**src/hw/rtl/wcar_pkg.sv**
```systemverilog
// wcar_pkg: shared constants and types for windowed_channel_average_rank.
// No dependencies.
`timescale 1ns / 1ps
package wcar_pkg;
   localparam int CHANNEL_COUNT = 6;
   localparam int SAMPLE_BITS   = 16;
   localparam int DAY_BITS      = 9;
   localparam int COUNT_BITS    = 10;
   localparam int SUM_BITS      = SAMPLE_BITS + COUNT_BITS;
   localparam int ID_BITS       = 3;
   localparam int ID_W          = $clog2(CHANNEL_COUNT);
   localparam int IN_BITS       = DAY_BITS + CHANNEL_COUNT * SAMPLE_BITS;
   localparam int IN_BYTES_W    = ((IN_BITS + 7) / 8) * 8;
   localparam int OUT_BITS      = ID_BITS + SAMPLE_BITS;
   localparam int OUT_BYTES_W   = ((OUT_BITS + 7) / 8) * 8;
   localparam logic [COUNT_BITS-1:0] COUNT_MAX = '1;
   localparam logic [DAY_BITS-1:0] RST_W0_START = DAY_BITS'(1);
   localparam logic [DAY_BITS-1:0] RST_W0_END   = DAY_BITS'(79);
   localparam logic [DAY_BITS-1:0] RST_W1_START = DAY_BITS'(355);
   localparam logic [DAY_BITS-1:0] RST_W1_END   = DAY_BITS'(365);
   localparam logic [1:0] REG_W0_START = 2'd0;
   localparam logic [1:0] REG_W0_END   = 2'd1;
   localparam logic [1:0] REG_W1_START = 2'd2;
   localparam logic [1:0] REG_W1_END   = 2'd3;

   typedef enum logic [1:0] {ST_ACCUM, ST_DIVIDE, ST_RANK, ST_EMIT} state_type;

   typedef struct packed {
      logic start;
      logic busy;
   } div_ctl_type;
endpackage

```
**src/hw/rtl/wcar_lane.sv**
```systemverilog
// wcar_lane: one channel's accumulator and serial restoring divider.
// Depends on wcar_pkg.
`timescale 1ns / 1ps
module wcar_lane import wcar_pkg::*; (
   input  logic                          clock,
   input  logic                          reset,
   input  logic                          clear,
   input  logic [1:0]                    add_times,
   input  logic signed [SAMPLE_BITS-1:0] sample,
   input  div_ctl_type                   ctl,
   input  logic [COUNT_BITS-1:0]         divisor,
   output logic signed [SAMPLE_BITS-1:0] mean
);
   logic signed [SUM_BITS-1:0] sum_ff, sum_in;
   logic [SUM_BITS-1:0] quo_ff, quo_in;
   logic [COUNT_BITS-1:0] rem_ff, rem_in;
   logic neg_ff, neg_in;
   logic [COUNT_BITS:0] trial;
   logic signed [SUM_BITS-1:0] ext, qs;

   always_comb begin
      ext = SUM_BITS'(sample);
      sum_in = sum_ff;
      if (clear) sum_in = '0;
      else if (add_times == 2'd1) sum_in = sum_ff + ext;
      else if (add_times == 2'd2) sum_in = sum_ff + (ext <<< 1);
      quo_in = quo_ff; rem_in = rem_ff; neg_in = neg_ff; trial = '0;
      if (ctl.start) begin
         neg_in = sum_ff[SUM_BITS-1];
         quo_in = sum_ff[SUM_BITS-1] ? SUM_BITS'(-sum_ff) : SUM_BITS'(sum_ff);
         rem_in = '0;
      end else if (ctl.busy) begin
         // one quotient bit per cycle
         trial = {rem_ff, quo_ff[SUM_BITS-1]};
         if (trial >= {1'b0, divisor}) begin
            rem_in = COUNT_BITS'(trial - {1'b0, divisor});
            quo_in = {quo_ff[SUM_BITS-2:0], 1'b1};
         end else begin
            rem_in = COUNT_BITS'(trial);
            quo_in = {quo_ff[SUM_BITS-2:0], 1'b0};
         end
      end
      qs = neg_ff ? -$signed(quo_ff) : $signed(quo_ff);
      mean = (divisor == '0) ? '0 : qs[SAMPLE_BITS-1:0];
   end

   always_ff @(posedge clock) begin
      if (reset) sum_ff <= '0;
      else sum_ff <= sum_in;
      quo_ff <= quo_in;
      rem_ff <= rem_in;
      neg_ff <= neg_in;
   end
endmodule

```
**src/hw/rtl/wcar_rank.sv**
```systemverilog
// wcar_rank: ranking stage, ranks the lane averages by pairwise comparison.
// Depends on wcar_pkg.
`timescale 1ns / 1ps
module wcar_rank import wcar_pkg::*; (
   input  logic                          clock,
   input  logic                          load,
   input  logic signed [SAMPLE_BITS-1:0] means [CHANNEL_COUNT],
   input  logic [ID_W-1:0]               pick,
   output logic [ID_BITS-1:0]            pick_id,
   output logic signed [SAMPLE_BITS-1:0] pick_mean
);
   logic [ID_W-1:0] slot_ff [CHANNEL_COUNT];
   logic signed [SAMPLE_BITS-1:0] mean_ff [CHANNEL_COUNT];
   logic [ID_W-1:0] rank [CHANNEL_COUNT];

   always_comb begin
      for (int c = 0; c < CHANNEL_COUNT; c++) begin
         rank[c] = '0;
         for (int k = 0; k < CHANNEL_COUNT; k++)
            if (means[k] > means[c] || (means[k] == means[c] && k < c))
               rank[c] = rank[c] + 1'b1;
      end
   end

   always_ff @(posedge clock) begin
      if (load)
         for (int c = 0; c < CHANNEL_COUNT; c++) begin
            slot_ff[rank[c]] <= ID_W'(c);
            mean_ff[rank[c]] <= means[c];
         end
   end

   assign pick_id   = ID_BITS'(slot_ff[pick]);
   assign pick_mean = mean_ff[pick];
endmodule

```
**src/hw/rtl/windowed_channel_average_rank.sv**
```systemverilog
// windowed_channel_average_rank: top level, window match, lanes, ranking, output.
// Depends on wcar_pkg, wcar_lane, wcar_rank.
//  channel | ports            | payload
//  req     | req_t*           | tdata: day_index, samples 0..5; tlast: final_record
//  rsp     | rsp_t*           | tdata: channel_id, channel_mean; tuser: no_days_flag; tlast
//  csr     | csr_we/idx/wdata | four window bounds
// Ordinary records: one per cycle while req_tready is high. Final record: a serial
// divide (lane divider) and a ranking step, then six results, one per cycle
// while rsp_tready is high. Sync reset clears sums and count, restores windows.
`timescale 1ns / 1ps
module windowed_channel_average_rank import wcar_pkg::*; (
   input  logic                   clock,
   input  logic                   reset,
   input  logic                   req_tvalid,
   output logic                   req_tready,
   input  logic [IN_BYTES_W-1:0]  req_tdata,  // day_index, sample_zero..sample_five
   input  logic                   req_tlast,
   output logic                   rsp_tvalid,
   input  logic                   rsp_tready,
   output logic [OUT_BYTES_W-1:0] rsp_tdata,  // channel_id, channel_mean
   output logic                   rsp_tuser,  // no_days_flag
   output logic                   rsp_tlast,
   input  logic                   csr_we,
   input  logic [1:0]             csr_idx,
   input  logic [DAY_BITS-1:0]    csr_wdata
);
   logic [DAY_BITS-1:0] w0s_ff, w0e_ff, w1s_ff, w1e_ff;
   logic [COUNT_BITS-1:0] cnt_ff, cnt_in;
   state_type st_ff, st_in;
   logic [$clog2(SUM_BITS+1)-1:0] step_ff, step_in;
   logic [ID_W-1:0] pos_ff, pos_in;
   logic acc, hit0, hit1, clear, load;
   logic [1:0] times;
   logic [DAY_BITS-1:0] day;
   div_ctl_type ctl;
   logic signed [SAMPLE_BITS-1:0] means [CHANNEL_COUNT];
   logic [ID_BITS-1:0] pid;
   logic signed [SAMPLE_BITS-1:0] pmean;

   always_ff @(posedge clock) begin
      if (reset) begin
         w0s_ff <= RST_W0_START; w0e_ff <= RST_W0_END;
         w1s_ff <= RST_W1_START; w1e_ff <= RST_W1_END;
      end else if (csr_we) begin
         case (csr_idx)
            REG_W0_START: w0s_ff <= csr_wdata;
            REG_W0_END:   w0e_ff <= csr_wdata;
            REG_W1_START: w1s_ff <= csr_wdata;
            REG_W1_END:   w1e_ff <= csr_wdata;
            default: ;
         endcase
      end
   end

   assign day  = req_tdata[DAY_BITS-1:0];
   assign hit0 = day >= w0s_ff && day <= w0e_ff;
   assign hit1 = day >= w1s_ff && day <= w1e_ff;
   assign acc  = req_tvalid && req_tready;

   always_comb begin
      // count saturates; second window add only if room left
      times = 2'd0;
      cnt_in = cnt_ff;
      if (acc) begin
         if (hit0 && cnt_ff != COUNT_MAX) begin
            times = 2'd1;
            if (hit1 && cnt_ff != COUNT_MAX - 1'b1) times = 2'd2;
         end else if (hit1 && cnt_ff != COUNT_MAX) times = 2'd1;
         cnt_in = cnt_ff + COUNT_BITS'(times);
      end
      st_in = st_ff; step_in = step_ff; pos_in = pos_ff;
      req_tready = 1'b0; rsp_tvalid = 1'b0; clear = 1'b0; load = 1'b0;
      ctl = '0;
      case (st_ff)
         ST_ACCUM: begin
            req_tready = 1'b1;
            if (acc && req_tlast) begin st_in = ST_DIVIDE; step_in = '0; end
         end
         ST_DIVIDE: begin
            ctl.start = (step_ff == '0);
            ctl.busy  = (step_ff != '0);
            step_in = step_ff + 1'b1;
            if (step_ff == ($clog2(SUM_BITS+1))'(SUM_BITS)) begin
               st_in = ST_RANK;
            end
         end
         ST_RANK: begin load = 1'b1; pos_in = '0; st_in = ST_EMIT; end
         ST_EMIT: begin
            rsp_tvalid = 1'b1;
            if (rsp_tready) begin
               pos_in = pos_ff + 1'b1;
               if (pos_ff == ID_W'(CHANNEL_COUNT - 1)) begin
                  st_in = ST_ACCUM; clear = 1'b1; cnt_in = '0;
               end
            end
         end
         default: st_in = ST_ACCUM;
      endcase
   end

   always_ff @(posedge clock) begin
      if (reset) begin
         st_ff <= ST_ACCUM; cnt_ff <= '0; step_ff <= '0; pos_ff <= '0;
      end else begin
         st_ff <= st_in; cnt_ff <= cnt_in; step_ff <= step_in; pos_ff <= pos_in;
      end
   end

   for (genvar c = 0; c < CHANNEL_COUNT; c++) begin : g_lane
      wcar_lane u_lane (
         .clock, .reset, .clear, .add_times(times),
         .sample(req_tdata[DAY_BITS + c*SAMPLE_BITS +: SAMPLE_BITS]),
         .ctl, .divisor(cnt_ff), .mean(means[c])
      );
   end

   wcar_rank u_rank (
      .clock, .load, .means, .pick(pos_ff), .pick_id(pid), .pick_mean(pmean)
   );

   assign rsp_tdata = OUT_BYTES_W'({pmean, pid});
   assign rsp_tuser = (cnt_ff == '0);
   assign rsp_tlast = (pos_ff == ID_W'(CHANNEL_COUNT - 1));
endmodule

```
**config.mk**
```make
export PLATFORM = sky130hd
export DESIGN_NAME = windowed_channel_average_rank
export DESIGN_NICKNAME = d
export VERILOG_FILES = /design/src/hw/rtl/wcar_pkg.sv /design/src/hw/rtl/wcar_lane.sv /design/src/hw/rtl/wcar_rank.sv /design/src/hw/rtl/windowed_channel_average_rank.sv
export SDC_FILE = /design/constraint.sdc
export NUM_CORES = 2
export LEC_CHECK = 0
export ABC_AREA = 1
export ABC_CLOCK_PERIOD_IN_PS = 11000
export BUFFER_PORTS_ARGS = -buffer_cell sky130_fd_sc_hd__buf_2
export CAP_MARGIN = 5
export CORE_AREA = 2 2 330 332
export DETAILED_ROUTE_END_ITERATION = 12
export DIE_AREA = 0 0 332 334
export MAX_ROUTING_LAYER = met4
export PLACE_DENSITY = 0.76
export SYNTH_ARGS = -nofsm -noshare
export SYNTH_HDL_FRONTEND = slang
export SYNTH_HIERARCHICAL = 1
export SYNTH_SLANG_ARGS = --single-unit
```
**constraint.sdc**
```tcl
create_clock -name clock -period 11 [get_ports clock]
set_input_delay 1.65 -clock clock [delete_from_list [all_inputs] [get_ports clock]]
set_output_delay 1.65 -clock clock [all_outputs]
set_load 0.005 [all_outputs]
```
==> impl_metrics.tcl <==
set metrics [dict create \
    yosysSeqAreaShare_pct 21.2 \
    synth.area.top_cells "nand2_1 20%, ha_1 12%, edfxtp_1 12%" \
    hp-class "reg2reg" \
    cts_tree "yes" \
    crit_slowest_cell "a21oi_1" \
    first_pass_iters 8 \
    nNetsFinal 11300 \
    cts_resized 0 \
    via_per_inst 5.73 \
    timing.final.crit_share_pct 80.7 \
    synth_seq_cells 548 \
    clock_skew_ns 0.0296 \
    rsz0062_at_grt "no" \
    placed_area_um2 65800 \
    setup_ws_ns 2.12 \
    grt_pass1_vias 62200 \
    grt_max_degree 74 \
    critPathBufInv 6 \
    port_buffers 144 \
    grt_pass1_wl_um 333000 \
    tightestPinTransition_ns 1.28 \
    dpl_worst_slack_ns 2.45 \
    status "finished clean" \
    fp.coreArea_um2 108000 \
    grt_overflow_total 0 \
    syn_area_um2 63800 \
    crit_fanout 32 \
    die-area_um2 111000 \
    critPathMaxStageDelay_ns 0.97 \
    max_freq_ghz 0.113 \
    clockBufferDepth 3 \
    dp_hpwl_um 167000 \
    yosysTopAreaCellShare_pct 20.1 \
    die_w_um 332 \
    relSlewSlack_pct 14.2 \
    synthFlopType "dfxtp_1" \
    synth_cells 10400 \
    cp.required_ns 11.26 \
    finalMaxSlewViolations 0 \
    root_buffer "clkbuf_16" \
    vias 68500 \
    syn_to_final_growth_pct 6.77 \
    post_drt_wl_per_cell_um 17.7 \
    clk_pin_slew_ns 0.06 \
    critPathTopFamily "simple AND/OR/NAND/NOR gates" \
    cpMostUsedCell "nand2_1" \
    cp.arrival_ns 9.14 \
    yosys_warnings 6 \
    postCtsSetupBuffers 0 \
    pin_count 157 \
    placement_rows 121 \
    hold_viol_final 0 \
    start_util_pct 59.2 \
    yosys.area.top_type "nand2_1" \
    final_cell_mix "3411 x nand2_1, 1459 x inv_1, 827 x nor2_1" \
    cts_sinks 548 \
    drt_iter0_markers 7122 \
    die_h_um 334 \
    endpoint_kind "register" \
    place.gp.congestion 1.06 \
    drt_wl_total_um 211000 \
    drive_above_1_share_pct 6.83 \
    drcViolationCount 0 \
    drv_cap 0 \
    crit_path_start_kind "register" \
    tns_ns 0 \
    synth_area_per_cell_um2 6.13 \
    cts_buffers 71 \
    worstSetupPathType "reg2reg" \
    setup_viol 0 \
    htree_levels 3 \
    globalRouteTotalUtil_pct 38.0 \
    layout_commonest_cell "nand2_1" \
    drtAntennaViolNets 0 \
    ys_types 68 \
    grt_antenna_before_repair 4 \
    final_cell_area_um2 68100 \
    synth-async-reset-ratio_pct 0 \
    synth_edf_count 258 \
    clk_latency_ns 0.66 \
    ctsHoldBuffers 0 \
    fin_crit_ns 8.88 \
]
==> kinds of logic (layout without fill, tap and decap cells) <==
kind of cell,Yosys count,count (layout),share of synthesized area [%]
other,1,7,0.00588
flip-flops,548,548,21.2
XOR/XNOR,174,174,2.39
buffers and inverters,1794,1920,11.1
AND/OR/NAND/NOR,5530,5530,37.4
adder cells (fa/ha/maj),648,648,12.9
AO/OA/AOI/OAI,1721,1721,15.0
==> sequential cells by signal, indices dropped and copies added, names as in the netlist <==
| signal | flops |
|---|---|
| u_rank/mean_ff | 96 |
| g_lane.u_lane/quo_ff | 156 |
| step_ff | 5 |
| w1s_ff | 9 |
| pos_ff | 3 |
| u_rank/slot_ff | 18 |
| g_lane.u_lane/rem_ff | 60 |
| cnt_ff | 10 |
| g_lane.u_lane/sum_ff | 156 |
| g_lane.u_lane/neg_ff | 6 |
| w0e_ff | 9 |
| w0s_ff | 9 |
| w1e_ff | 9 |
| st_ff | 2 |
==> Yosys cell counts, types with 138 or more instances <==
| cell type | instances |
|---|---|
| nand2_1 | 3411 |
| ha_1 | 629 |
| edfxtp_1 | 258 |
| o21ai_0 | 493 |
| o21ai_1 | 183 |
| nor2_1 | 831 |
| nand3_1 | 632 |
| a21oi_1 | 739 |
| xor2_1 | 138 |
| nand4_1 | 155 |
| inv_1 | 1459 |
| dfxtp_1 | 290 |
==> routing by layer <==
| layer | up-vias | wire length (um) | GRT usage, % |
|---|---|---|---|
| li1 | 34100 | - | - |
| met2 | 2805 | 92700 | 59.3 |
| met4 | 0 | 9080 | 14.8 |
| met5 | - | 0 | - |
| met1 | 31200 | 90800 | 50.0 |
| met3 | 466 | 18800 | 5.25 |
==> worst min-delay path, cell delays in order, from the launching register on <==
cell and delay [ns]:
dfxtp_1 0.32, nand2_1 0.05, nand2_1 0.04
==> worst paths after layout <==
kind                        start               endpoint  slack [ns]  depth (start not counted)
max                     cnt_ff[1]  u_rank/mean_ff[5][10]        2.12                         30
min          u_rank/slot_ff[4][2]   u_rank/slot_ff[4][2]        0.44                          2
max reg2reg             cnt_ff[1]  u_rank/mean_ff[5][10]        2.12                         30
min reg2reg  u_rank/slot_ff[4][2]   u_rank/slot_ff[4][2]        0.44                          2
==> stage by stage <==
stage / instances / hold slack, ns / util (%)
finish: 12000 / 0.444 / 63.2
global route: 12000 / 0.461 / 63.2
CTS: 12000 / 0.442 / 63.2
detailed placement: 11800 / 0.428 / 61.1
global placement: 11800 / 0.432 / 61.1
floorplan: 10400 / 0.403 / -
==> cell type report <==
type / count / area [um^2]
multi-input cells: 8078 / 43200
fillers: 10500 / 39700
flip-flops and latches: 548 / 13600
inverters: 1555 / 5860
clock buffers: 89 / 1940
well taps: 1414 / 1770
repair buffers: 239 / 1430
clock inverters: 37 / 355
diodes: 2 / 5.00
Power is not shown: default switching activity piles up to over one toggle a cycle in this logic, so the estimate is an artifact.
